### src/tcbse_pkg.sv
// shared types, constants and saturation helpers for the tcb spline evaluator
`default_nettype none

package tcbse_pkg;

  localparam int MAX_KEYS = 16;
  localparam int KEY_AW   = $clog2(MAX_KEYS);
  localparam int CNT_W    = $clog2(MAX_KEYS + 1);
  localparam int KC_W     = 5;
  localparam int NW       = (CNT_W > KC_W) ? CNT_W : KC_W;

  // stream payload widths
  localparam int IN_DATA_W  = 192;
  localparam int OUT_DATA_W = 96;

  // datapath widths
  localparam int A_W   = 20;  // narrow multiplier operand
  localparam int B_W   = 48;  // wide multiplier operand
  localparam int P_W   = 68;  // product and accumulator
  localparam int F_W   = 17;  // tcb factor, 1 +- value in Q14
  localparam int TMP_W = 34;  // product of two factors
  localparam int K_W   = 20;  // tcb coefficient, Q14
  localparam int T_W   = 42;  // tangent, Q16.16
  localparam int H_W   = 46;  // saturated cubic term
  localparam int D_W   = 17;  // segment length
  localparam int V_W   = 19;  // fraction, signed Q2.16 within +-2.0
  localparam int DIV_N  = 33; // dividend bits
  localparam int DIV_DW = 16; // divisor bits
  localparam int DIV_CW = $clog2(DIV_N);
  localparam int V_LIM  = 1 << 17;

  localparam logic signed [F_W-1:0] ONE_Q14 = F_W'(16384);
  localparam logic signed [P_W-1:0] RND14   = P_W'(8192);
  localparam logic signed [P_W-1:0] RND29   = P_W'(1) << 28;
  localparam logic signed [P_W-1:0] TERM_LIM = P_W'(1) << 44;
  localparam logic signed [P_W-1:0] POS_LIM  = P_W'(32'h7fff_ffff);

  typedef enum logic {
    REQ_WRITE = 1'b0,
    REQ_EVAL  = 1'b1
  } req_e;

  typedef struct packed {
    logic signed [31:0] key_x;
    logic signed [31:0] key_y;
    logic signed [31:0] key_z;
    logic        [15:0] key_time;
    logic signed [15:0] tension;
    logic signed [15:0] continuity;
    logic signed [15:0] bias;
  } key_t;

  localparam int KEY_W = $bits(key_t);

  typedef struct packed {
    logic busy;
    logic done;
  } div_stat_t;

  function automatic logic signed [H_W-1:0] sat_term(input logic signed [P_W-1:0] x);
    logic signed [P_W-1:0] r;
    r = x;
    if (x > TERM_LIM) r = TERM_LIM;
    if (x < -TERM_LIM) r = -TERM_LIM;
    return H_W'(r);
  endfunction

  function automatic logic signed [31:0] sat_pos(input logic signed [P_W-1:0] x);
    logic signed [P_W-1:0] r;
    r = x;
    if (x > POS_LIM) r = POS_LIM;
    if (x < -POS_LIM) r = -POS_LIM;
    return 32'(r);
  endfunction

endpackage

`default_nettype wire

### src/tcbse_mul.sv
// shared signed multiplier with registered product
`default_nettype none

module tcbse_mul
  import tcbse_pkg::*;
(
  input  wire logic                  clk_i,
  input  wire logic                  en_i,
  input  wire logic signed [A_W-1:0] a_i,
  input  wire logic signed [B_W-1:0] b_i,
  output logic      signed [P_W-1:0] p_o
);

  always_ff @(posedge clk_i) begin
    if (en_i) begin
      p_o <= P_W'(a_i) * P_W'(b_i);
    end
  end

endmodule

`default_nettype wire

### config.mk
export PLATFORM = sky130hd
export DESIGN_NAME = tcbse_mul
export DESIGN_NICKNAME = d
export VERILOG_FILES = /design/src/tcbse_pkg.sv /design/src/tcbse_mul.sv
export SDC_FILE = /design/constraint.sdc
export NUM_CORES = 2
export LEC_CHECK = 0
export ABC_AREA = 1
export ABC_CLOCK_PERIOD_IN_PS = 11000
export BUFFER_PORTS_ARGS = -buffer_cell sky130_fd_sc_hd__buf_2
export CORE_MARGIN = 4
export CORE_UTILIZATION = 30
export CTS_CLUSTER_DIAMETER = 100
export DETAILED_ROUTE_END_ITERATION = 12
export PLACE_DENSITY = 0.5
export SLEW_MARGIN = 20
export SYNTH_ARGS = -nofsm -noshare
export SYNTH_HDL_FRONTEND = slang
export SYNTH_SLANG_ARGS = --single-unit
### constraint.sdc
create_clock -name clk_i -period 11 [get_ports clk_i]
set_input_delay 2.75 -clock clk_i [delete_from_list [all_inputs] [get_ports clk_i]]
set_output_delay 2.75 -clock clk_i [all_outputs]
set_load 0.02 [all_outputs]
==> impl_summary.log <==
INFO  metric setup.worst_path.start_class = primary input
INFO  metric clk_path_buf_depth = 2
INFO  metric timing.setup.critical_path_class = in -> reg
INFO  metric syn_avg_cell_area = between 7 and 8 sq um
INFO  metric hold-path-cell-count = 1
INFO  metric floorplan.io_pins = approximately 140
INFO  metric portBuffers = ~140
INFO  metric synth_warnings = 0
INFO  metric critical_path.most_common_cell = sky130_fd_sc_hd__fa_1
INFO  metric largestRegisters = p_o: 68 flops
INFO  metric final.setup.tns = 0 ps
INFO  metric grt_busiest_layer = met2
INFO  metric number_of_vias_in_the_routed_layout = slightly below 30000
INFO  metric number_of_synthesized_register_bits = a little under 70
INFO  metric largest_net_degree_at_the_start_of_global_routing = 57
INFO  metric design.die.area = 132000 sq um
INFO  metric crit_cells = 21
INFO  metric grt_setup_unrepaired = no
INFO  metric dr.first_iter.drc_count = 1563
INFO  metric leading_cell_types_in_the_layout_fill_and_taps_excluded = 1684 x sky130_fd_sc_hd__inv_1, 1517 x sky130_fd_sc_hd__nand2_1, 924 x sky130_fd_sc_hd__fa_1
INFO  metric outcome = completed
INFO  metric synthDistinctLibCells = 33
INFO  metric grt_pass1_wl = roughly 180 mm
INFO  metric mappedNetlistNets = around 6100
INFO  metric yosys.area.top_type_share = a little under 50%
INFO  metric critical_path.endpoint_type = flip-flop
INFO  metric grt_util_met1 = around a quarter
INFO  metric worst_ep_required_time = between 10000 and 15000 ps
INFO  metric detail_route.drc_violations = 0
INFO  metric fp-row-count = around 130
INFO  metric global_route.usage.met3 = under 10%
INFO  metric worst_slew_margin_rel = 35.9%
INFO  metric num-nets-final = slightly above 6000
INFO  metric critical_path_buf_inv_count = 5
INFO  metric number_of_buffers_inserted_for_hold_repair_after_clock_tree_synthesis = 0
INFO  metric post_cts_resized = 0
INFO  metric area.growth.synth_to_final = 7.01%
INFO  metric clkTransAtPathRegs = roughly 70 ps
INFO  metric tritoncts = done
INFO  metric fmax = approximately 110 MHz
INFO  metric core = between 100000 and 150000 sq um
INFO  metric firstDrtPassIters = 5
INFO  metric ant_nets = 0
INFO  metric hold_viol = 0
INFO  metric cell_count_after_synthesis = 4978
INFO  metric largest_register_ffs = 68
INFO  metric min_period_over_period = 85.7%
INFO  metric num_antenna_cells = 0
INFO  metric slew_violations = 0
INFO  metric hold_removal_path_class = in -> reg
INFO  metric whs_endpoint = p_o[7]
INFO  metric synth_top_cells_by_area = sky130_fd_sc_hd__fa_1 49%, sky130_fd_sc_hd__inv_1 17%, sky130_fd_sc_hd__nand2_1 15%, sky130_fd_sc_hd__edfxtp_1 5.4%, sky130_fd_sc_hd__ha_1 5.4%
INFO  metric avgRoutedWirePerCell = between 15 and 20 um
INFO  metric layout.cells.most_common = sky130_fd_sc_hd__inv_1
INFO  metric timing_worst_slew_pin_value = approximately 960 ps
INFO  metric cts_inserted_buffers = 9
INFO  metric cp_cell_sequence = buf_2 -> nand2_1 -> inv_1 -> fa_1 -> fa_1 -> fa_1 -> fa_1 -> inv_1 -> fa_1 -> fa_1 -> fa_1 -> inv_1 -> ha_1 -> nand2_1 -> inv_1 -> nand2_1 -> nor3_1 -> and3_1 -> nand2_1 -> nand3_1 -> nand2_1
INFO  metric max_flop_register = p_o
INFO  metric filler_cell_count = about 14000
INFO  metric post_synth_instance_area = around 38000 sq um
INFO  metric h-tree-depth = 3
INFO  metric arrival = 9550 ps
INFO  metric cp_slowest_cell = sky130_fd_sc_hd__fa_1
INFO  metric first_global_vias = about 31000
INFO  metric ctsRootBufferMaster = sky130_fd_sc_hd__clkbuf_16
INFO  metric dp_hpwl = approximately 95 mm
INFO  metric die_height = 363 um
INFO  metric grt_usage = between 10% and 20%
INFO  metric cts_num_sinks = between 60 and 70
INFO  metric final_period_minus_worst_setup_slack = between 9000 and 10000 ps
INFO  metric yosys.area.top_type = sky130_fd_sc_hd__fa_1
INFO  metric finalSetupViolCount = 0
INFO  metric synth_sequential_area_ratio = under 10%
INFO  metric initial_utilization = a little over 30%
INFO  metric drive_gt1_share = under 10%
INFO  metric global_route.usage.met2 = 31.6%
INFO  metric cp_slowest_stage_delay = 910 ps
INFO  metric viasPerCell = around 4.4
INFO  metric finalWeightedCongestion = between 0.8 and 0.9
INFO  metric die_w = ~360 um
INFO  metric cpLargestDelayFamily = adder cells
INFO  metric cap_violations = 0
INFO  metric grt_antenna_before_repair = 3
INFO  metric peak_fanout_along_the_critical_path = 32
INFO  metric min_from = en_i
INFO  metric grt.overflow.total = 0
INFO  metric postRouteWirelength = around 110 mm
INFO  metric cts_setup_buffers = 0
## per-layer routing
metal / vias to the layer above / wire, um
met5: - / 8
met4: 2 / 1740
met3: 79 / 4010
met2: 608 / 56600
met1: 14721 / 50000
li1: 13486 / -
## kinds of logic (layout without fill, tap and decap cells)
group                      Yosys count  count (layout)  synth area share, %
and+or+nand+nor                   1825            1825                 19.5
adders and majority gates         1087            1087                 54.4
buffers and inverters             1896            1892                 18.8
AOI/OAI and AO/OA                   60              60                0.852
xor gates and xnor gates            42              42                0.974
DFF                                 68              68                 5.41
## cells in the mapped netlist
cell type / count
sky130_fd_sc_hd__inv_1: 1685
sky130_fd_sc_hd__nand2_1: 1517
sky130_fd_sc_hd__fa_1: 924
sky130_fd_sc_hd__clkbuf_1: 169
sky130_fd_sc_hd__ha_1: 163
sky130_fd_sc_hd__nor2_1: 104
sky130_fd_sc_hd__edfxtp_1: 68
sky130_fd_sc_hd__nand3_1: 66
sky130_fd_sc_hd__a21oi_1: 48
sky130_fd_sc_hd__nand2_2: 42
sky130_fd_sc_hd__xor2_1: 36
sky130_fd_sc_hd__nor2_2: 28
sky130_fd_sc_hd__buf_1: 27
sky130_fd_sc_hd__nand4_1: 15
sky130_fd_sc_hd__inv_2: 11
sky130_fd_sc_hd__nor2_4: 11
sky130_fd_sc_hd__nor3_1: 11
sky130_fd_sc_hd__or2_2: 8
sky130_fd_sc_hd__nor3_2: 6
sky130_fd_sc_hd__o21bai_1: 6
sky130_fd_sc_hd__xnor2_1: 6
sky130_fd_sc_hd__nor4_1: 5
sky130_fd_sc_hd__and3_1: 4
sky130_fd_sc_hd__clkinv_1: 4
sky130_fd_sc_hd__o21ai_0: 4
sky130_fd_sc_hd__nand2_4: 2
sky130_fd_sc_hd__nand3_2: 2
sky130_fd_sc_hd__a21oi_2: 1
sky130_fd_sc_hd__and2_0: 1
sky130_fd_sc_hd__and2_1: 1
sky130_fd_sc_hd__nand3b_1: 1
sky130_fd_sc_hd__nor3_4: 1
sky130_fd_sc_hd__o21a_1: 1
## final cells by class
class	count	area, sq um	share of cell area, %
inverter	1700	6380	15.8
tap	1637	2050	5.07
timing repair buffer	176	1010	2.50
multi-input combinational	3014	28600	70.8
sequential	68	2040	5.05
clock inverter	7	98.8	0.245
clock buffer	9	225	0.557
## stage by stage
step | setup WS [ps] | instance area (sq um) | util, % | cells | hold slack (ps)
floorplan | 2360 | 37800 | - | 4978 | 2860
global placement | 1200 | 40100 | 32.2 | 6595 | 3150
detailed placement | 1240 | 40100 | 32.2 | 6595 | 3140
CTS | 1610 | 40400 | 32.5 | 6611 | 2750
global route | 1170 | 40400 | 32.5 | 6611 | 2750
finish | 1580 | 40400 | 32.5 | 6611 | 2770
## how the worst max path moves through the flow
stage | startpoint | to | slack [ps]
6_report | a_i[6] | p_o[62] | 1580
5_1_grt | a_i[3] | p_o[64] | 1170
4_1_cts | a_i[5] | p_o[27] | 1610
3_5_place_dp | a_i[3] | p_o[64] | 1240
3_3_place_gp | a_i[5] | p_o[27] | 1200
2_1_floorplan | b_i[47] | p_o[65] | 2360
Power is not shown: default switching activity piles up to over one toggle a cycle in this logic, so the estimate is an artifact.
