==> config.mk <==
export PLATFORM = sky130hd
export DESIGN_NAME = tcbse_div
export DESIGN_NICKNAME = d
export VERILOG_FILES = /design/src/tcbse_pkg.sv /design/src/tcbse_div.sv
export SDC_FILE = /design/constraint.sdc
export NUM_CORES = 1
export LEC_CHECK = 0
export ABC_AREA = 1
export BUFFER_PORTS_ARGS = -buffer_cell sky130_fd_sc_hd__buf_2
export CORE_MARGIN = 2
export CORE_UTILIZATION = 35
export CTS_BUF_LIST = sky130_fd_sc_hd__clkbuf_8
export DETAILED_ROUTE_END_ITERATION = 10
export GPL_TIMING_DRIVEN = 0
export PLACE_DENSITY = 0.51
export REMOVE_ABC_BUFFERS = 1
export SLEW_MARGIN = 20
export SYNTH_ARGS = -nofsm -noshare
export SYNTH_HDL_FRONTEND = slang
export SYNTH_SLANG_ARGS = --single-unit
==> constraint.sdc <==
create_clock -name clk_i -period 2.2 [get_ports clk_i]
set_input_delay 0.44 -clock clk_i [delete_from_list [all_inputs] [get_ports clk_i]]
set_output_delay 0.44 -clock clk_i [all_outputs]
set_load 0.01 [all_outputs]
==> src/tcbse_pkg.sv <==
// shared types, constants and saturation helpers for the tcb spline evaluator
`default_nettype none

package tcbse_pkg;

  localparam int MAX_KEYS = 16;
  localparam int KEY_AW   = $clog2(MAX_KEYS);
  localparam int CNT_W    = $clog2(MAX_KEYS + 1);
  localparam int KC_W     = 5;
  localparam int NW       = (CNT_W > KC_W) ? CNT_W : KC_W;

  // stream payload widths
  localparam int IN_DATA_W  = 192;
  localparam int OUT_DATA_W = 96;

  // datapath widths
  localparam int A_W   = 20;  // narrow multiplier operand
  localparam int B_W   = 48;  // wide multiplier operand
  localparam int P_W   = 68;  // product and accumulator
  localparam int F_W   = 17;  // tcb factor, 1 +- value in Q14
  localparam int TMP_W = 34;  // product of two factors
  localparam int K_W   = 20;  // tcb coefficient, Q14
  localparam int T_W   = 42;  // tangent, Q16.16
  localparam int H_W   = 46;  // saturated cubic term
  localparam int D_W   = 17;  // segment length
  localparam int V_W   = 19;  // fraction, signed Q2.16 within +-2.0
  localparam int DIV_N  = 33; // dividend bits
  localparam int DIV_DW = 16; // divisor bits
  localparam int DIV_CW = $clog2(DIV_N);
  localparam int V_LIM  = 1 << 17;

  localparam logic signed [F_W-1:0] ONE_Q14 = F_W'(16384);
  localparam logic signed [P_W-1:0] RND14   = P_W'(8192);
  localparam logic signed [P_W-1:0] RND29   = P_W'(1) << 28;
  localparam logic signed [P_W-1:0] TERM_LIM = P_W'(1) << 44;
  localparam logic signed [P_W-1:0] POS_LIM  = P_W'(32'h7fff_ffff);

  typedef enum logic {
    REQ_WRITE = 1'b0,
    REQ_EVAL  = 1'b1
  } req_e;

  typedef struct packed {
    logic signed [31:0] key_x;
    logic signed [31:0] key_y;
    logic signed [31:0] key_z;
    logic        [15:0] key_time;
    logic signed [15:0] tension;
    logic signed [15:0] continuity;
    logic signed [15:0] bias;
  } key_t;

  localparam int KEY_W = $bits(key_t);

  typedef struct packed {
    logic busy;
    logic done;
  } div_stat_t;

  function automatic logic signed [H_W-1:0] sat_term(input logic signed [P_W-1:0] x);
    logic signed [P_W-1:0] r;
    r = x;
    if (x > TERM_LIM) r = TERM_LIM;
    if (x < -TERM_LIM) r = -TERM_LIM;
    return H_W'(r);
  endfunction

  function automatic logic signed [31:0] sat_pos(input logic signed [P_W-1:0] x);
    logic signed [P_W-1:0] r;
    r = x;
    if (x > POS_LIM) r = POS_LIM;
    if (x < -POS_LIM) r = -POS_LIM;
    return 32'(r);
  endfunction

endpackage

`default_nettype wire

==> src/tcbse_div.sv <==
// restoring divider, one quotient bit per cycle
`default_nettype none

module tcbse_div
  import tcbse_pkg::*;
(
  input  wire logic              clk_i,
  input  wire logic              rst_ni,
  input  wire logic              start_i,
  input  wire logic [DIV_N-1:0]  dividend_i,
  input  wire logic [DIV_DW-1:0] divisor_i,
  output div_stat_t              stat_o,
  output logic      [DIV_N-1:0]  quot_o
);

  logic              busy_q;
  logic              done_q;
  logic [DIV_CW-1:0] cnt_q;
  logic [DIV_N-1:0]  q_q;
  logic [DIV_DW-1:0] rem_q;
  logic [DIV_DW-1:0] dv_q;
  logic [DIV_DW:0]   trial;
  logic              ge;
  logic [DIV_DW:0]   diff;

  assign trial = {rem_q, q_q[DIV_N-1]};
  assign ge    = trial >= {1'b0, dv_q};
  assign diff  = trial - {1'b0, dv_q};

  always_ff @(posedge clk_i or negedge rst_ni) begin
    if (!rst_ni) begin
      busy_q <= 1'b0;
      done_q <= 1'b0;
      cnt_q  <= '0;
    end else begin
      done_q <= busy_q && (cnt_q == DIV_CW'(DIV_N - 1));
      if (start_i) begin
        busy_q <= 1'b1;
        cnt_q  <= '0;
      end else if (busy_q) begin
        cnt_q <= cnt_q + DIV_CW'(1);
        if (cnt_q == DIV_CW'(DIV_N - 1)) busy_q <= 1'b0;
      end
    end
  end

  always_ff @(posedge clk_i) begin
    if (start_i) begin
      q_q   <= dividend_i;
      rem_q <= '0;
      dv_q  <= divisor_i;
    end else if (busy_q) begin
      rem_q <= ge ? diff[DIV_DW-1:0] : trial[DIV_DW-1:0];
      q_q   <= {q_q[DIV_N-2:0], ge};
    end
  end

  assign stat_o = '{busy: busy_q, done: done_q};
  assign quot_o = q_q;

endmodule

`default_nettype wire
==> results of run 1 <==
[layout make-up]
type	instances	share of cell area
Sequential cell	73	0.396
Multi-Input combinational cell	367	0.387
Timing Repair Buffer	89	0.0935
Inverter	67	0.0500
Tap cell	147	0.0366
Clock buffer	9	0.0246
Clock inverter	7	0.0127
[metrics by stage]
stage          utilization  setup TNS, ns  setup slack, ns
6_report             0.421              0            0.249
5_1_grt              0.421              0           0.0246
4_1_cts              0.417              0           0.0857
3_5_place_dp         0.401         -28.07           -0.616
3_3_place_gp         0.400         -75.05            -1.54
2_1_floorplan            -              0            0.123
[sequential cells by signal, summed over array words and instances, names as in the netlist]
| name | cells |
|---|---|
| cnt_q | 6 |
| rem_q | 16 |
| quot_o | 33 |
| busy_q | 1 |
| done_q | 1 |
| dv_q | 16 |
[cells in the mapped netlist, types with 2 or more instances]
master / instances
ha_1: 18
a21oi_1: 13
nand2_4: 2
nor3_1: 6
nor2_2: 2
buf_4: 3
nor2_1: 11
buf_2: 3
nand2_1: 226
inv_2: 8
nor2_4: 2
nand2_8: 2
nand3_2: 2
dfxtp_1: 16
nand2_2: 17
buf_6: 2
nand4_1: 3
inv_1: 59
o21ai_0: 4
dfrtp_1: 8
nand3_1: 25
xnor2_1: 5
nand3b_1: 18
edfxtp_1: 49
clkbuf_1: 6
nor2_8: 2
[worst register-to-register path, stage by stage (launching register included)]
cell and delay, ns:
edfxtp_1 0.37, inv_1 0.07, ha_1 0.27, a21oi_1 0.26
o21a_1 0.16, nand2_2 0.09, nor2_8 0.22, buf_4 0.17
a31oi_1 0.07
[report_power, final]
| part | internal (mW) | switching [mW] | total (mW) | leakage (nW) |
|---|---|---|---|---|
| clock | 0.514 | 0.531 | 1.04 | 0.102 |
| combinational | 1.02 | 1.56 | 2.57 | 1.81 |
| sequential | 1.71 | 0.150 | 1.86 | 0.755 |
[per-layer routing]
metal | track usage | vias up
met1 | 0.197 | 1572
met4 | 0.0683 | 0
met3 | 0.0476 | 9
li1 | - | 1815
met2 | 0.257 | 80
met5 | 0 | -
[logic make-up after synthesis]
group,Yosys count,synth area share
flops,73,0.465
simple gates,321,0.353
fa+ha+maj,19,0.0573
buf+inv,83,0.0836
compound gates,21,0.0286
xor+xnor,6,0.0123
[how the worst min path moves through the flow]
| stage | from | slack, ns | to |
|---|---|---|---|
| 2_1_floorplan | rst_ni | 0.14 | busy_q$_DFF_PN0_ |
| 3_3_place_gp | rst_ni | 0.29 | cnt_q[4]$_DFFE_PN0P_ |
| 3_5_place_dp | rst_ni | 0.29 | cnt_q[3]$_DFFE_PN0P_ |
| 4_1_cts | divisor_i[7] | 0.24 | dv_q[7]$_DFFE_PP_ |
| 5_1_grt | divisor_i[8] | 0.23 | dv_q[8]$_DFFE_PP_ |
| 6_report | divisor_i[9] | 0.26 | dv_q[9]$_DFFE_PP_ |
[what timing repair did]
item                       in CTS  in global routing
hold endpoints to repair        8                  0
resized for setup               1                  3
buffers inserted                0                  2
setup endpoints to repair      34                 46
hold buffers                    1                  0
pin swaps                       0                  1
==> flow_metrics.py, run 1 <==
metrics = {
    "synth": {
        "synth_top_area_frac": 0.344,
        "yosys-top-cells-area": "edfxtp_1, nand2_1, dfxtp_1",
        "synthFlopType": "edfxtp_1",
        "syn_avg_cell_area_sq_um": 8.18,
        "synth_edf_count": 49,
        "synth_top_area_cell": "edfxtp_1",
        "yosys_register_bits": 73,
        "syn-cell-area_sq_mm": 0.00428,
        "ys.warnings.count": 0,
        "synth.distinct_cells": 37,
        "ys_seq_area_frac": 0.465,
        "netlist_instances": 523,
        "synthArstFlopShare": 0.110,
    },
    "critical_path": {
        "cp_num_cells": 8,
        "slowest_stage": "edfxtp_1",
        "cp_max_fo": 6,
        "worst_ep_required_time_ns": 2.28,
        "reg2regPathDepth": 8,
        "crit_path_start": "dv_q[14]$_DFFE_PP_",
        "path_delay_family": "compound AO/OA/AOI/OAI gates",
        "r2r_slack_ns": 0.25,
        "cp_slowest_stage_delay_ns": 0.37,
        "r2r_end": "quot_o[0]$_DFFE_PP_",
        "critPathArrivalTime_ns": 2.03,
        "path_class": "reg -> reg",
        "crit_path_end": "quot_o[0]$_DFFE_PP_",
        "r2r-start": "dv_q[14]$_DFFE_PP_",
        "startpoint_type": "flip-flop",
        "endpoint_kind": "flip-flop",
        "critPathBufInv": 2,
        "cp_cell_sequence": "inv_1 -> ha_1 -> a21oi_1 -> o21a_1 -> nand2_2 -> nor2_8 -> buf_4 -> a31oi_1",
    },
    "global_route": {
        "antenna_found_initial": 0,
        "grt_max_degree": 53,
        "grt.overflow.total": 0,
        "grt_pass1_vias": 3427,
        "grt_use_total": 0.159,
        "grt_pass1_wl_mm": 16.4,
    },
    "final_layout": {
        "fin_area_sq_mm": 0.00503,
        "drive_above_1_share": 0.242,
        "multi_input_area_sq_mm": 0.00194,
        "nFillCells": 1250,
        "nets": 678,
        "regArea_sq_mm": 0.00199,
        "syn2layout_area_growth_pct": 17.5,
        "layout_commonest_cell": "nand2_1",
        "diodes": 0,
        "final_cell_mix": "nand2_1, buf_2, inv_1",
        "stdcell_count": 759,
    },
    "routing": {
        "dr.pass1.iters": 4,
        "antenna_left": 0,
        "vias_per_cell": 4.58,
        "dr.first_iter.drc_count": 118,
        "drt-met1-wl_mm": 4.46,
        "highest_layer": "met4",
        "wl_met3_um": 618,
        "wl_met2_mm": 4.50,
        "drt_wl_total_mm": 9.72,
        "via_count": 3476,
        "wire_per_inst_um": 12.8,
        "drc": 0,
    },
    "power": {
        "powerDensity_mw_per_mm2": 1090,
        "power_mw": 5.48,
        "ir_worst_vdd_mv": 0.325,
        "power_leakage_nw": 2.66,
    },
    "floorplanning": {
        "io_pins": 87,
        "dieArea_sq_mm": 0.0131,
        "start_util": 0.358,
        "num_rows": 40,
        "die_h_um": 115,
        "die_w_um": 115,
        "design.core.area_sq_mm": 0.0120,
    },
    "timing": {
        "fin_crit_ns": 1.95,
        "slew_headroom": 0.423,
        "skew_ns": 0.0117,
        "period_share": 0.887,
        "rsz0062_at_grt": "no",
        "whs_ns": 0.255,
        "max_freq_mhz": 512,
        "slew_viol_final": 0,
        "hold_viol_final": 0,
        "final-setup-viol-count": 0,
        "tightest_slew_ns": 0.864,
    },
    "run_status": {
        "status": "finished, final reports clean",
    },
    "min_path": {
        "holdPathStages": 1,
        "hold_class": "in -> reg",
    },
    "job": {
        "maxCapViolCount": 0,
    },
    "clock_network": {
        "clk_latency_ns": 0.36,
        "cts_tree": "done",
        "numCtsBuffers": 9,
        "cts_max_path_buffers": 2,
        "clock_sinks": 73,
        "cts-root-buf": "clkbuf_8",
        "clkSlewWorstSetupHoldPaths_ns": 0.09,
        "h-tree-depth": 3,
    },
    "place": {
        "dp_hpwl_mm": 6.67,
        "dp.cells": 740,
        "portBuffers": 86,
        "placed_area_sq_mm": 0.00479,
        "gp_congestion": 0.872,
    },
}
(Power assumes the default switching activity.)
==> run 2, diff against run 1 <==
==> constraint.sdc (replaced) <==
create_clock -name clk_i -period 2.51 [get_ports clk_i]
set_input_delay 0.502 -clock clk_i [delete_from_list [all_inputs] [get_ports clk_i]]
set_output_delay 0.502 -clock clk_i [all_outputs]
set_load 0.01 [all_outputs]
==> run 2 against run 1 <==
Final area down 0.77%. Largest power group unchanged. Clock skew is essentially flat. Via count down 0.49%. Combinational power fell by 16%. Sequential share of layout area grew 0.31 points. Critical path depth fell by 5. Core utilization shrank 0.32 points.
==> flow_metrics.py, run 2 (synthesis gave the netlist of run 1 again) <==
metrics = {
    "clock_network": {
        "cts_max_path_buffers": 2,
        "cts_tree": "done",
        "cts-root-buf": "clkbuf_8",
        "clock_sinks": 73,
        "clkSlewWorstSetupHoldPaths_ns": 0.09,
        "numCtsBuffers": 9,
        "clk_latency_ns": 0.36,
        "h-tree-depth": 3,
    },
    "critical_path": {
        "startpoint_type": "input pin",
        "cp_slowest_stage_delay_ns": 0.69,
        "slowest_stage": "nor2_2",
        "cp_max_fo": 52,
        "critPathArrivalTime_ns": 2.06,
        "crit_path_start": "start_i",
        "r2r-start": "dv_q[14]$_DFFE_PP_",
        "worst_ep_required_time_ns": 2.49,
        "reg2regPathDepth": 10,
        "endpoint_kind": "flip-flop",
        "path_delay_family": "buffers and inverters",
        "r2r_end": "rem_q[13]$_SDFFE_PP0P_",
        "cp_num_cells": 3,
        "cp_cell_sequence": "buf_4 -> nor2_2 -> inv_2",
        "critPathBufInv": 2,
        "crit_path_end": "quot_o[0]$_DFFE_PP_",
        "r2r_slack_ns": 0.44,
        "path_class": "in -> reg",
    },
    "power": {
        "power_leakage_nw": 2.65,
        "switching_share": 0.413,
        "clock_power_share": 0.195,
        "ir_worst_vdd_mv": 0.284,
        "powerDensity_mw_per_mm2": 943,
        "internal_power_mw": 2.76,
        "p_sw_mw": 1.94,
        "pwr-share-seq": 0.346,
        "combPwrFrac": 0.459,
    },
    "floorplanning": {
        "die_h_um": 115,
        "dieArea_sq_mm": 0.0131,
        "start_util": 0.358,
        "num_rows": 40,
        "die_w_um": 115,
        "design.core.area_sq_mm": 0.0120,
        "io_pins": 87,
    },
    "min_path": {
        "hold_class": "in -> reg",
    },
    "global_route": {
        "antenna_found_initial": 0,
        "grt_max_degree": 53,
        "grt_use_total": 0.159,
        "grt_pass1_vias": 3427,
        "grt.overflow.total": 0,
        "grt_pass1_wl_mm": 16.4,
    },
    "timing": {
        "tightest_slew_ns": 0.859,
        "whs_ns": 0.317,
        "fin_crit_ns": 2.08,
        "period_share": 0.828,
        "max_freq_mhz": 481,
        "rsz0062_at_grt": "no",
        "final-setup-viol-count": 0,
        "skew_ns": 0.0117,
        "slew_headroom": 0.426,
        "hold_viol_final": 0,
        "slew_viol_final": 0,
    },
    "final_layout": {
        "drive_above_1_share": 0.236,
        "multi_input_area_sq_mm": 0.00193,
        "syn2layout_area_growth_pct": 16.6,
        "layout_commonest_cell": "nand2_1",
        "largest_reg_flops": 33,
        "nets": 676,
        "stdcell_count": 757,
        "nFillCells": 1252,
        "final_cell_mix": "nand2_1, buf_2, inv_1",
        "regArea_sq_mm": 0.00199,
        "diodes": 0,
    },
    "routing": {
        "drc": 0,
        "drt_wl_total_mm": 9.68,
        "wire_per_inst_um": 12.8,
        "via_count": 3459,
        "antenna_left": 0,
        "dr.first_iter.drc_count": 108,
        "dr.pass1.iters": 4,
        "vias_per_cell": 4.57,
    },
    "place": {
        "dp.cells": 740,
        "dp_hpwl_mm": 6.67,
        "gp_congestion": 0.872,
        "portBuffers": 86,
    },
    "job": {
        "maxCapViolCount": 0,
    },
    "run_status": {
        "status": "finished, final reports clean",
    },
}
[run 2: per-layer routing]
layer	track usage	up-vias	wire, um
li1	-	1814	-
met1	0.197	1556	4470
met2	0.257	80	4460
met3	0.0476	9	610
met4	0.0683	0	142
met5	0	-	0
[run 2: area by class of cell]
| type | instances | share of cell area |
|---|---|---|
| Sequential cell | 73 | 0.399 |
| Clock inverter | 7 | 0.0128 |
| Timing Repair Buffer | 87 | 0.0887 |
| Clock buffer | 9 | 0.0248 |
| Multi-Input combinational cell | 367 | 0.387 |
| Tap cell | 147 | 0.0369 |
| Inverter | 67 | 0.0504 |
[run 2: through the flow]
step                      worst slack (ns)  setup TNS, ns  total power, mW  instance area [sq um]   util
after detailed placement            -0.368         -12.43             3.82                   4790  0.401
final                                0.431              0             4.71                   4990  0.417
after CTS                           0.0200              0             4.76                   4990  0.417
after global placement               -1.29         -54.31             3.81                   4790  0.400
after global routing                 0.206              0             5.12                   4990  0.417
after floorplan                      0.418              0             3.32                   4170      -
[run 2: worst min path at each step]
stage	from	slack (ns)	endpoint	depth (start not counted)
final	divisor_i[9]	0.32	dv_q[9]$_DFFE_PP_	1
after global routing	divisor_i[8]	0.29	dv_q[8]$_DFFE_PP_	1
after CTS	divisor_i[7]	0.30	dv_q[7]$_DFFE_PP_	1
after detailed placement	rst_ni	0.36	cnt_q[3]$_DFFE_PN0P_	1
after global placement	rst_ni	0.36	cnt_q[4]$_DFFE_PN0P_	1
after floorplan	rst_ni	0.21	busy_q$_DFF_PN0_	0
[run 2: power by group through the flow]
stage               combinational [mW]  clock, mW  sequential [mW]
finish                            2.16      0.918             1.63
detailed placement                2.16          0             1.65
global placement                  2.16          0             1.65
CTS                               2.18      0.952             1.63
floorplan                         1.67          0             1.65
global route                      2.46      0.999             1.66
[run 2: timing repair]
item / CTS / global route
endpoints found under the hold margin: 8 / 0
setup buffers: 0 / 0
hold buffers: 1 / 0
setup endpoints to repair: 0 / 0
resized for setup: 0 / 0
[run 2: worst reg2reg max path, delay by kind of cell, from the launching register on]
kind	cells	cell delay [ns]
AND/OR/NAND/NOR	6	0.90
buffers and inverters	1	0.07
adder cells (fa/ha/maj)	1	0.27
flip-flops	1	0.37
AO/OA/AOI/OAI	2	0.42
