`config.mk`:
```
export PLATFORM = sky130hd
export DESIGN_NAME = tcbse_ram
export DESIGN_NICKNAME = d
export VERILOG_FILES = /design/src/tcbse_ram.sv
export SDC_FILE = /design/constraint.sdc
export NUM_CORES = 1
export LEC_CHECK = 0
export ABC_CLOCK_PERIOD_IN_PS = 2000
export BUFFER_PORTS_ARGS = -buffer_cell sky130_fd_sc_hd__buf_2
export CAP_MARGIN = 20
export CORE_MARGIN = 8
export CORE_UTILIZATION = 50
export DETAILED_ROUTE_END_ITERATION = 6
export GPL_ROUTABILITY_DRIVEN = 0
export HOLD_SLACK_MARGIN = 0.15
export MAX_ROUTING_LAYER = met4
export PLACE_DENSITY = 0.67
export SLEW_MARGIN = 5
export SYNTH_ARGS = -nofsm -noshare
export SYNTH_HDL_FRONTEND = slang
export SYNTH_SLANG_ARGS = --single-unit
```
`constraint.sdc`:
```
create_clock -name clk_i -period 2 [get_ports clk_i]
set_input_delay 0.1 -clock clk_i [delete_from_list [all_inputs] [get_ports clk_i]]
set_output_delay 0.1 -clock clk_i [all_outputs]
set_load 0.03 [all_outputs]
```
`src/tcbse_ram.sv`:
```
// generic single-port-write ram with registered read
`default_nettype none

module tcbse_ram #(
  parameter int Width = 8,
  parameter int Depth = 16
) (
  input  wire logic                     clk_i,
  input  wire logic                     we_i,
  input  wire logic [$clog2(Depth)-1:0] waddr_i,
  input  wire logic [Width-1:0]         wdata_i,
  input  wire logic [$clog2(Depth)-1:0] raddr_i,
  output logic      [Width-1:0]         rdata_o
);

  logic [Width-1:0] mem_q [Depth];

  always_ff @(posedge clk_i) begin
    if (we_i) begin
      mem_q[waddr_i] <= wdata_i;
    end
    rdata_o <= mem_q[raddr_i];
  end

endmodule

`default_nettype wire

```
==> metrics.md, run 1 <==
| Metric | Value |
|---|---|
| Post-Synthesis Cell Area | `between 5000 and 6000 um^2` |
| Initial antenna violation count | `0` |
| Leading cell types in the layout, fill and taps excluded | `edfxtp_1, buf_2, mux4_2, buf_4` |
| CORE AREA | `about 10000 um^2` |
| Starting Density | `0.508` |
| Die Area | `13800 um^2` |
| # setup viols final | `0` |
| Status | `complete, no violations` |
| Fmax | `604 MHz` |
| Fin Setup TNS | `0 ps` |
| Seq/Total Area, Yosys | `0.778` |
| DP HPWL | `5890 um` |
| Cell count of the worst reg-to-reg path | `3` |
| I/O Pins | `26` |
| Vias per std cell | `5.50` |
| Hold Startpoint | `waddr_i[2]` |
| Critical path's slowest cell | `dlygate4sd3_1` |
| CP most frequent cell | `dlygate4sd3_1` |
| Clk buf depth | `2` |
| Slew Limit Headroom | `0.596` |
| Iteration-0 DRC Markers | `161` |
| PnR worst setup slack | `between 300 and 400 ps` |
| TritonCTS clock tree | `built` |
| Min-Delay Path Class | `input pin to register` |
| DRC violations left | `0` |
| Maxcap violations | `0` |
| Reg-to-reg slack, setup | `610 ps` |
| Critical Path Fanout Max | `8` |
| Synthesis-to-layout area growth | `21.5%` |
| Vias | `2453` |
| Post-route minimum period | `1660 ps` |
| R2r endpoint | `rdata_o[4]` |
| Die Width | `117 um` |
| Critical Path, Cell by Cell | `dlygate4sd3_1 -> buf_2 -> nor2_1 -> dlygate4sd3_1 -> a22oi_1 -> nand2_1` |
| I/O Buffers | `25` |
| 1st-pass router iterations | `5` |
| Worst Path Arrival | `2110 ps` |
| CTS Sinks | `about 140` |
| Post-synthesis register bit count | `136` |
| Final Skew | `approximately 6.5 ps` |
| Max H-tree Level | `4` |
| Startpoint Class | `input pin` |
| Yosys cell types | `19` |
| Worst-Margin Slew | `between 600 and 700 ps` |
| Post-CTS sizing | `0` |
| Post-place setup slack | `404 ps` |
| Average routed wire per standard cell | `21.3 um` |
| Setup crit end kind | `register` |
| Critical path buffer and inverter count | `3` |
| Crit Path Class | `input pin to register` |
| R2R Path Start | `mem_q[9][4]` |
| Worst-Skew Late Latency | `520 ps` |
| GRT overflow | `0` |
| Layout net count | `around 320` |
| Syn Nets | `247` |
| Root buffer cell | `clkbuf_8` |
| Worst vdd ir | `0.000635 V` |
| Max Slew Vio Count | `0` |
| Routed Antenna Nets | `0` |
| Vias in the first global route | `2648` |
| Layout Utilization | `0.617` |
| Worst EP required | `approximately 2500 ps` |
| CTS Buf Count | `17` |
| Gr usage total | `0.150` |
| Worst Hold Path EP | `mem_q[1][5]` |
| Pwr per Cell Area | `1040 nW/um^2` |
| Commonest non-fill, non-tap cell in the layout | `edfxtp_1` |
| Largest net degree at the start of global routing | `33` |
| Die Height | `117 um` |
| RSZ-0062 raised after global routing | `no` |
| Diode count | `0` |
| Worst-path clk slew | `60 ps` |
| FILL cells | `700` |
| Warnings from Yosys | `0` |
| Post-Syn Instances | `229` |
| First-pass GRT wire length | `15000 um` |
| FP Rows | `37` |
| Worst hold slack | `240 ps` |
| Crit-path max cell delay | `690 ps` |
| Syn Area/Cell | `22.5 um^2` |
| Hold depth | `4` |
| Final cycle utilization of the critical path | `0.828` |
| Layout cells sized above 1 | `0.303` |
| Total Power | `6.54 mW` |
| LEAKAGE | `2.14 nW` |
| Total Wirelength | `9510 um` |
| Final Hold Fails | `0` |
| CP top delay family | `buffers and inverters` |
tightest hold or removal path, delay by kind of cell:
family                 cells  cell delay, ps
and+or+nand+nor            2             200
buffers and inverters      2             280
what timing repair did:
action	CTS	global route
hold endpoints to repair	162	0
hold buffers	14	0
buffers inserted	0	0
where the power goes:
part	leakage, nW	switching [mW]	internal, mW	total, mW
clock	0.269	1.11	1.87	2.99
combinational	0.648	0.196	0.146	0.343
sequential	1.22	0.0201	3.19	3.21
total	2.14	1.33	5.21	6.54
kinds of logic after synthesis:
family / after synthesis / share of synthesized area
AO/OA/AOI/OAI: 16 / 0.0233
buffers and inverters: 10 / 0.0168
flip-flops: 136 / 0.778
multiplexers: 32 / 0.150
AND/OR/NAND/NOR: 35 / 0.0318
worst max-delay path by stage:
stage / start / endpoint / depth (start not counted)
2_1_floorplan: waddr_i[2] / mem_q[0][0] / 2
5_1_grt: raddr_i[2] / rdata_o[4] / 6
3_3_place_gp: raddr_i[0] / rdata_o[4] / 5
4_1_cts: raddr_i[2] / rdata_o[4] / 6
3_5_place_dp: raddr_i[0] / rdata_o[4] / 5
6_report: raddr_i[2] / rdata_o[4] / 6
flip-flops by register name, indices dropped and copies added, names as in the netlist:
| register | flops |
|---|---|
| mem_q | 128 |
| rdata_o | 8 |
final cells by class:
cell class / instances / area [um^2] / share of cell area
clock inverters: 10 / 120 / 0.0192
well taps: 136 / 170 / 0.0272
repair buffers: 59 / 440 / 0.0704
flip-flops and latches: 136 / 4000 / 0.640
multi-input cells: 83 / 1060 / 0.169
clock buffers: 22 / 463 / 0.0740
through the flow:
stage	instances	cell area [um^2]
6_report	446	6250
5_1_grt	446	6250
4_1_cts	446	6250
3_5_place_dp	400	5530
3_3_place_gp	400	5530
2_1_floorplan	229	5150
cells in the mapped netlist:
cell type / number / area (um^2)
mux4_1: 14 / 368
nor3_1: 4 / 20.0
nand3b_1: 2 / 15.0
edfxtp_1: 128 / 3840
dfxtp_1: 8 / 160
buf_6: 3 / 33.8
nand2b_1: 2 / 12.5
buf_2: 3 / 15.0
nor2b_1: 1 / 6.26
buf_4: 1 / 7.51
a22oi_1: 16 / 120
nor2_1: 13 / 48.8
mux4_2: 18 / 405
or3b_2: 1 / 8.76
and2b_1: 1 / 7.51
nand2_1: 9 / 33.8
nand3_1: 1 / 5.00
clkdlybuf4s25_2: 3 / 30.0
and2_1: 1 / 6.26
metal layers:
layer | part of all wire | vias to the layer above | track usage | wire length (um)
met5 | 0 | - | - | 0
met4 | 0.021 | 0 | 0.0697 | 202
met3 | 0.047 | 17 | 0.0393 | 447
met2 | 0.47 | 67 | 0.218 | 4490
met1 | 0.46 | 1256 | 0.195 | 4370
li1 | - | 1113 | - | -
No activity file was read; power rests on OpenSTA's default activity.
==> run 2: changes to the inputs <==
--- a/config.mk
+++ b/config.mk
@@ -5,7 +5,7 @@
 export SDC_FILE = /design/constraint.sdc
 export NUM_CORES = 1
 export LEC_CHECK = 0
-export ABC_CLOCK_PERIOD_IN_PS = 2000
+export ABC_CLOCK_PERIOD_IN_PS = 1430
 export BUFFER_PORTS_ARGS = -buffer_cell sky130_fd_sc_hd__buf_2
 export CAP_MARGIN = 20
 export CORE_MARGIN = 8
@@ -14,7 +14,7 @@
 export GPL_ROUTABILITY_DRIVEN = 0
 export HOLD_SLACK_MARGIN = 0.15
 export MAX_ROUTING_LAYER = met4
-export PLACE_DENSITY = 0.67
+export PLACE_DENSITY = 0.7
 export SLEW_MARGIN = 5
 export SYNTH_ARGS = -nofsm -noshare
 export SYNTH_HDL_FRONTEND = slang
==> constraint.sdc (replaced) <==
create_clock -name clk_i -period 1.43 [get_ports clk_i]
set_input_delay 0.0715 -clock clk_i [delete_from_list [all_inputs] [get_ports clk_i]]
set_output_delay 0.0715 -clock clk_i [all_outputs]
set_load 0.03 [all_outputs]
==> metrics.md, run 2 (synthesis gave the netlist of run 1 again) <==
| Metric | Value |
|---|---|
| Vias | `~2500` |
| R2r endpoint | `rdata_o[5]` |
| CTS Sinks | `136` |
| Worst Path Arrival | `1760 ps` |
| Layout Utilization | `0.612` |
| Layout cells sized above 1 | `0.316` |
| Critical Path, Cell by Cell | `mux4_1 -> a22oi_2 -> nand2_1` |
| Fmax | `approximately 730 MHz` |
| Setup crit end kind | `register` |
| Worst hold slack | `221 ps` |
| Max H-tree Level | `4` |
| Iteration-0 DRC Markers | `between 150 and 200` |
| Average routed wire per standard cell | `21.9 um` |
| Die Height | `117 um` |
| Reg-to-reg slack, setup | `70 ps` |
| 1st-pass router iterations | `4` |
| Critical path buffer and inverter count | `0` |
| Top reg by flops | `mem_q` |
| Worst-Margin Slew | `793 ps` |
| PnR worst setup slack | `66.0 ps` |
| Pwr per Cell Area | `1400 nW/um^2` |
| I/O Pins | `26` |
| CTS Buf Count | `17` |
| Diode count | `0` |
| TritonCTS clock tree | `built` |
| Synthesis-to-layout area growth | `20.6%` |
| Critical Path Fanout Max | `1` |
| Gr usage total | `0.154` |
| Post-place setup slack | `-70.2 ps` |
| Root buffer cell | `clkbuf_8` |
| Commonest non-fill, non-tap cell in the layout | `edfxtp_1` |
| Crit Path Class | `register to register` |
| Starting Density | `0.508` |
| Worst Setup SP | `mem_q[1][5]` |
| Fin area | `6210 um^2` |
| Clk buf depth | `2` |
| Final cycle utilization of the critical path | `0.954` |
| GRT overflow | `0` |
| First-pass GRT wire length | `15200 um` |
| I/O Buffers | `25` |
| Max Slew Vio Count | `0` |
| Total Wirelength | `9790 um` |
| CORE AREA | `10100 um^2` |
| Worst-path clk slew | `60 ps` |
| DP HPWL | `6070 um` |
| FP Rows | `37` |
| DRC violations left | `0` |
| CP top delay family | `multiplexers` |
| Layout net count | `315` |
| Cell count of the worst reg-to-reg path | `3` |
| Max reg flops | `roughly 130` |
| Top Registers | `mem_q x128, rdata_o x8` |
| Worst EP required | `between 1500 and 2000 ps` |
| Finished Layout Cells | `between 400 and 500` |
| Worst-Skew Late Latency | `510 ps` |
| Die Area | `13800 um^2` |
| Min-Delay Path Class | `input pin to register` |
| Post-route minimum period | `between 1000 and 1500 ps` |
| Initial antenna violation count | `0` |
| Startpoint Class | `register` |
| Slew Limit Headroom | `0.470` |
| LEAKAGE | `2.11 nW` |
| R2R Path Start | `mem_q[1][5]` |
| Vias in the first global route | `2673` |
| Final Skew | `approximately 4.5 ps` |
| Levels on crit path | `3` |
| # setup viols final | `0` |
| Placement Cell Area | `approximately 5600 um^2` |
| Largest net degree at the start of global routing | `33` |
| RSZ-0062 raised after global routing | `no` |
| FILL cells | `705` |
| Worst setup path endpoint | `rdata_o[5]` |
| Status | `complete, no violations` |
| Vias per std cell | `5.55` |
| Worst vdd ir | `0.000797 V` |
| Leading cell types in the layout, fill and taps excluded | `edfxtp_1, buf_2, buf_4` |
| Crit-path max cell delay | `540 ps` |
| Final Hold Fails | `0` |
| Critical path's slowest cell | `mux4_1` |
| Placed Instances | `402` |
| Maxcap violations | `0` |
| Routed Antenna Nets | `0` |
| Die Width | `117 um` |
==> run 2: worst reg2reg max path: cells and delay by family (launching register included) <==
family           cells  cell delay, ps
AO/OA/AOI/OAI        1             250
flip-flops           1             370
multiplexers         1             550
AND/OR/NAND/NOR      1              90
==> run 2: routing by layer <==
layer	share of wire	GRT usage	vias up
met5	0	-	-
met4	0.012	0.0616	0
met3	0.069	0.0441	8
met2	0.51	0.231	76
met1	0.40	0.194	1285
li1	-	-	1108
==> run 2: stage by stage <==
| stage | setup TNS, ps | total power, mW |
|---|---|---|
| after floorplan | 0 | 4.84 |
| after global placement | -190 | 5.03 |
| after detailed placement | -253 | 5.04 |
| after CTS | 0 | 8.79 |
| after global routing | 0 | 9.00 |
| final | 0 | 8.72 |
==> run 2: what timing repair did <==
item | in CTS | in global routing
gates resized for setup | 0 | 1
hold endpoints to repair | 165 | 0
hold buffers | 12 | 0
setup buffers | 0 | 0
endpoints found under the setup margin | 0 | 1
==> run 2: how the worst min path moves through the flow <==
stage                from      endpoint  slack [ps]  cells after the start
6_report       waddr_i[2]  mem_q[15][7]         220                      4
3_5_place_dp   wdata_i[2]  mem_q[14][2]         470                      1
5_1_grt        waddr_i[2]  mem_q[15][7]         240                      4
2_1_floorplan  wdata_i[0]   mem_q[0][0]         170                      0
4_1_cts        waddr_i[3]   mem_q[0][7]         210                      4
3_3_place_gp   wdata_i[2]  mem_q[15][2]         460                      1
==> run 2: layout make-up <==
type                            instances  area [um^2]  share of cell area
Clock buffer                           17          414              0.0667
Tap cell                              136          170              0.0274
Sequential cell                       136         4000               0.645
Multi-Input combinational cell         83         1070               0.172
Timing Repair Buffer                   59          448              0.0721
Clock inverter                         15          106              0.0171
==> run 2: power by group <==
group | switching (mW) | leakage [nW] | total (mW) | internal [mW]
Clock | 1.62 | 0.238 | 3.74 | 2.12
Sequential | 0.0270 | 1.22 | 4.48 | 4.46
Combinational | 0.282 | 0.651 | 0.493 | 0.211
==> run 3: changes to the inputs <==
--- a/config.mk
+++ b/config.mk
@@ -5,6 +5,7 @@
 export SDC_FILE = /design/constraint.sdc
 export NUM_CORES = 1
 export LEC_CHECK = 0
+export ABC_AREA = 1
 export ABC_CLOCK_PERIOD_IN_PS = 1430
 export BUFFER_PORTS_ARGS = -buffer_cell sky130_fd_sc_hd__buf_2
 export CAP_MARGIN = 20
==> metrics.md, run 3 <==
| Metric | Value |
|---|---|
| Status | `complete, no violations` |
| Vias in the first global route | `about 3800` |
| Gr usage total | `0.194` |
| Post-synth top area cell | `edfxtp_1` |
| Seq/Total Area, Yosys | `0.694` |
| Layout cells sized above 1 | `0.124` |
| R2r endpoint | `rdata_o[1]` |
| Synth async-reset ratio | `0` |
| Top reg by flops | `mem_q` |
| Warnings from Yosys | `0` |
| Final cycle utilization of the critical path | `0.752` |
| Critical path's slowest cell | `dfxtp_1` |
| Largest net degree at the start of global routing | `65` |
| Max H-tree Level | `4` |
| Fin Setup TNS | `0 ps` |
| Crit Path Class | `register to primary output` |
| 1st-pass router iterations | `5` |
| CP top delay family | `flip-flops` |
| Worst-Skew Late Latency | `410 ps` |
| Starting Density | `0.509` |
| Post-synthesis register bit count | `136` |
| Yosys cell types | `12` |
| Synthesis-to-layout area growth | `17.4%` |
| Fmax | `930 MHz` |
| GRT overflow | `0` |
| Cell count of the worst reg-to-reg path | `6` |
| Critical Path Fanout Max | `1` |
| Post-place setup slack | `264 ps` |
| Clk buf depth | `2` |
| Iteration-0 DRC Markers | `532` |
| Max Slew Vio Count | `0` |
| Layout net count | `621` |
| List of most frequent post-synthesis cells | `nand2_1, edfxtp_1, inv_1` |
| Most used DFF post-synth | `edfxtp_1` |
| Final Hold Fails | `0` |
| Count leader, synth | `nand2_1` |
| LEAKAGE | `2.96 nW` |
| Worst vdd ir | `0.000728 V` |
| First-pass GRT wire length | `21000 um` |
| Setup crit end kind | `primary output` |
| Max reg flops | `128` |
| Worst EP required | `1360 ps` |
| Post-Synthesis Cell Area | `just under 6000 um^2` |
| Routed Antenna Nets | `0` |
| Post-route minimum period | `1070 ps` |
| Hold depth | `5` |
| FP Rows | `39` |
| Leading post-synthesis cells by cell area | `edfxtp_1, nand2_1, nand3_1` |
| Die Area | `15200 um^2` |
| Worst Path Arrival | `1000 ps` |
| Maxcap violations | `0` |
| Worst hold slack | `239 ps` |
| Root buffer cell | `clkbuf_16` |
| Syn Nets | `569` |
| Initial antenna violation count | `0` |
| Critical path buffer and inverter count | `1` |
| Synth top area share | `0.667` |
| Critical Path, Cell by Cell | `buf_2` |
| Worst-path clk slew | `roughly 60 ps` |
| Die Height | `123 um` |
| Top Registers | `mem_q x128, rdata_o x8` |
| Die Width | `123 um` |
| Slew Limit Headroom | `0.747` |
| Layout Utilization | `0.598` |
| Worst-Margin Slew | `379 ps` |
| CTS Sinks | `136` |
| PnR worst setup slack | `roughly 360 ps` |
| Total Wirelength | `between 10000 and 15000 um` |
| Reg-to-reg slack, setup | `410 ps` |
| I/O Buffers | `25` |
| Vias per std cell | `5.19` |
| Diode count | `0` |
| Number of enable flip-flop cells after synthesis | `128` |
| Total Power | `9.33 mW` |
| Startpoint Class | `register` |
| Worst Hold Path EP | `rdata_o[4]` |
| # setup viols final | `0` |
| Final Skew | `about 8.2 ps` |
| Hold Startpoint | `raddr_i[2]` |
| CTS Buf Count | `17` |
| Vias | `3926` |
| Average routed wire per standard cell | `17.7 um` |
| Commonest non-fill, non-tap cell in the layout | `nand2_1` |
| RSZ-0062 raised after global routing | `no` |
| Post-Syn Instances | `551` |
| Min-Delay Path Class | `input pin to register` |
| I/O Pins | `26` |
| Pwr per Cell Area | `between 1000 and 1500 nW/um^2` |
| R2R Path Start | `mem_q[7][1]` |
| Leading cell types in the layout, fill and taps excluded | `nand2_1, edfxtp_1, inv_1` |
| Crit-path max cell delay | `370 ps` |
| DP HPWL | `8300 um` |
| TritonCTS clock tree | `built` |
| DRC violations left | `0` |
| Syn Area/Cell | `10.5 um^2` |
| CORE AREA | `roughly 11000 um^2` |
## run 3: cell count changes in the layout (fill, tap and decap cells not counted), sizes merged, moves of 3 or more
cell	previous run	this run
nand2	9	173
inv	2	102
nand3	1	97
mux4	32	0
a22oi	16	0
clkinvlp	6	2
nor2	13	17
nor3	4	0
bufinv	0	3
dlygate4sd3	12	9
## run 3: metal layers
metal,track usage,vias to the layer above,routed length [um]
met5,-,-,0
met4,0.101,0,445
met3,0.0370,34,1130
met2,0.298,180,6430
met1,0.240,1840,5370
li1,-,1872,-
## run 3: report_power, final
part	internal, mW	total, mW	switching, mW	leakage [nW]
clock	2.69	4.22	1.53	0.273
sequential	4.46	4.49	0.0363	1.22
combinational	0.187	0.617	0.431	1.46
## run 3: cells by family (layout without fill, tap and decap cells)
| group | count (synthesis) | after routing | synth area share |
|---|---|---|---|
| flops | 136 | 136 | 0.694 |
| buf+inv | 126 | 189 | 0.0952 |
| simple gates | 289 | 289 | 0.210 |
## run 3: repair_timing
action | 4_1_cts | 5_1_grt
resized for setup | 0 | 0
hold buffers | 9 | 0
setup buffers | 0 | 0
hold endpoints to repair | 136 | 0
endpoints found under the setup margin | 0 | 0
## run 3: final cells by class
| class | instances | area (um^2) |
|---|---|---|
| Inverter | 102 | 383 |
| Tap cell | 143 | 179 |
| Timing Repair Buffer | 57 | 425 |
| Fill cell | 911 | 4550 |
| Clock buffer | 19 | 433 |
| Clock inverter | 11 | 133 |
| Multi-Input combinational cell | 289 | 1210 |
| Sequential cell | 136 | 4000 |
## run 3: tightest hold or removal path, stage by stage
cell,delay [ps]
buf_2,110
buf_4,190
nand3_1,110
nand3_1,70
nand2_1,60
## run 3: stage by stage
| stage | instances | area, um^2 |
|---|---|---|
| final | 757 | 6770 |
| after global routing | 757 | 6770 |
| after CTS | 757 | 6770 |
| after detailed placement | 718 | 6110 |
| after global placement | 718 | 6110 |
| after floorplan | 551 | 5770 |
## run 3: how the worst max path moves through the flow
stage / end / cells past startpoint / startpoint / slack [ps]
3_3_place_gp: rdata_o[1] / 8 / raddr_i[0] / 280
3_5_place_dp: rdata_o[1] / 8 / raddr_i[0] / 260
5_1_grt: rdata_o[5] / 1 / rdata_o[5] / 330
4_1_cts: rdata_o[5] / 1 / rdata_o[5] / 330
2_1_floorplan: mem_q[10][0] / 2 / waddr_i[2] / 410
6_report: rdata_o[3] / 1 / rdata_o[3] / 360
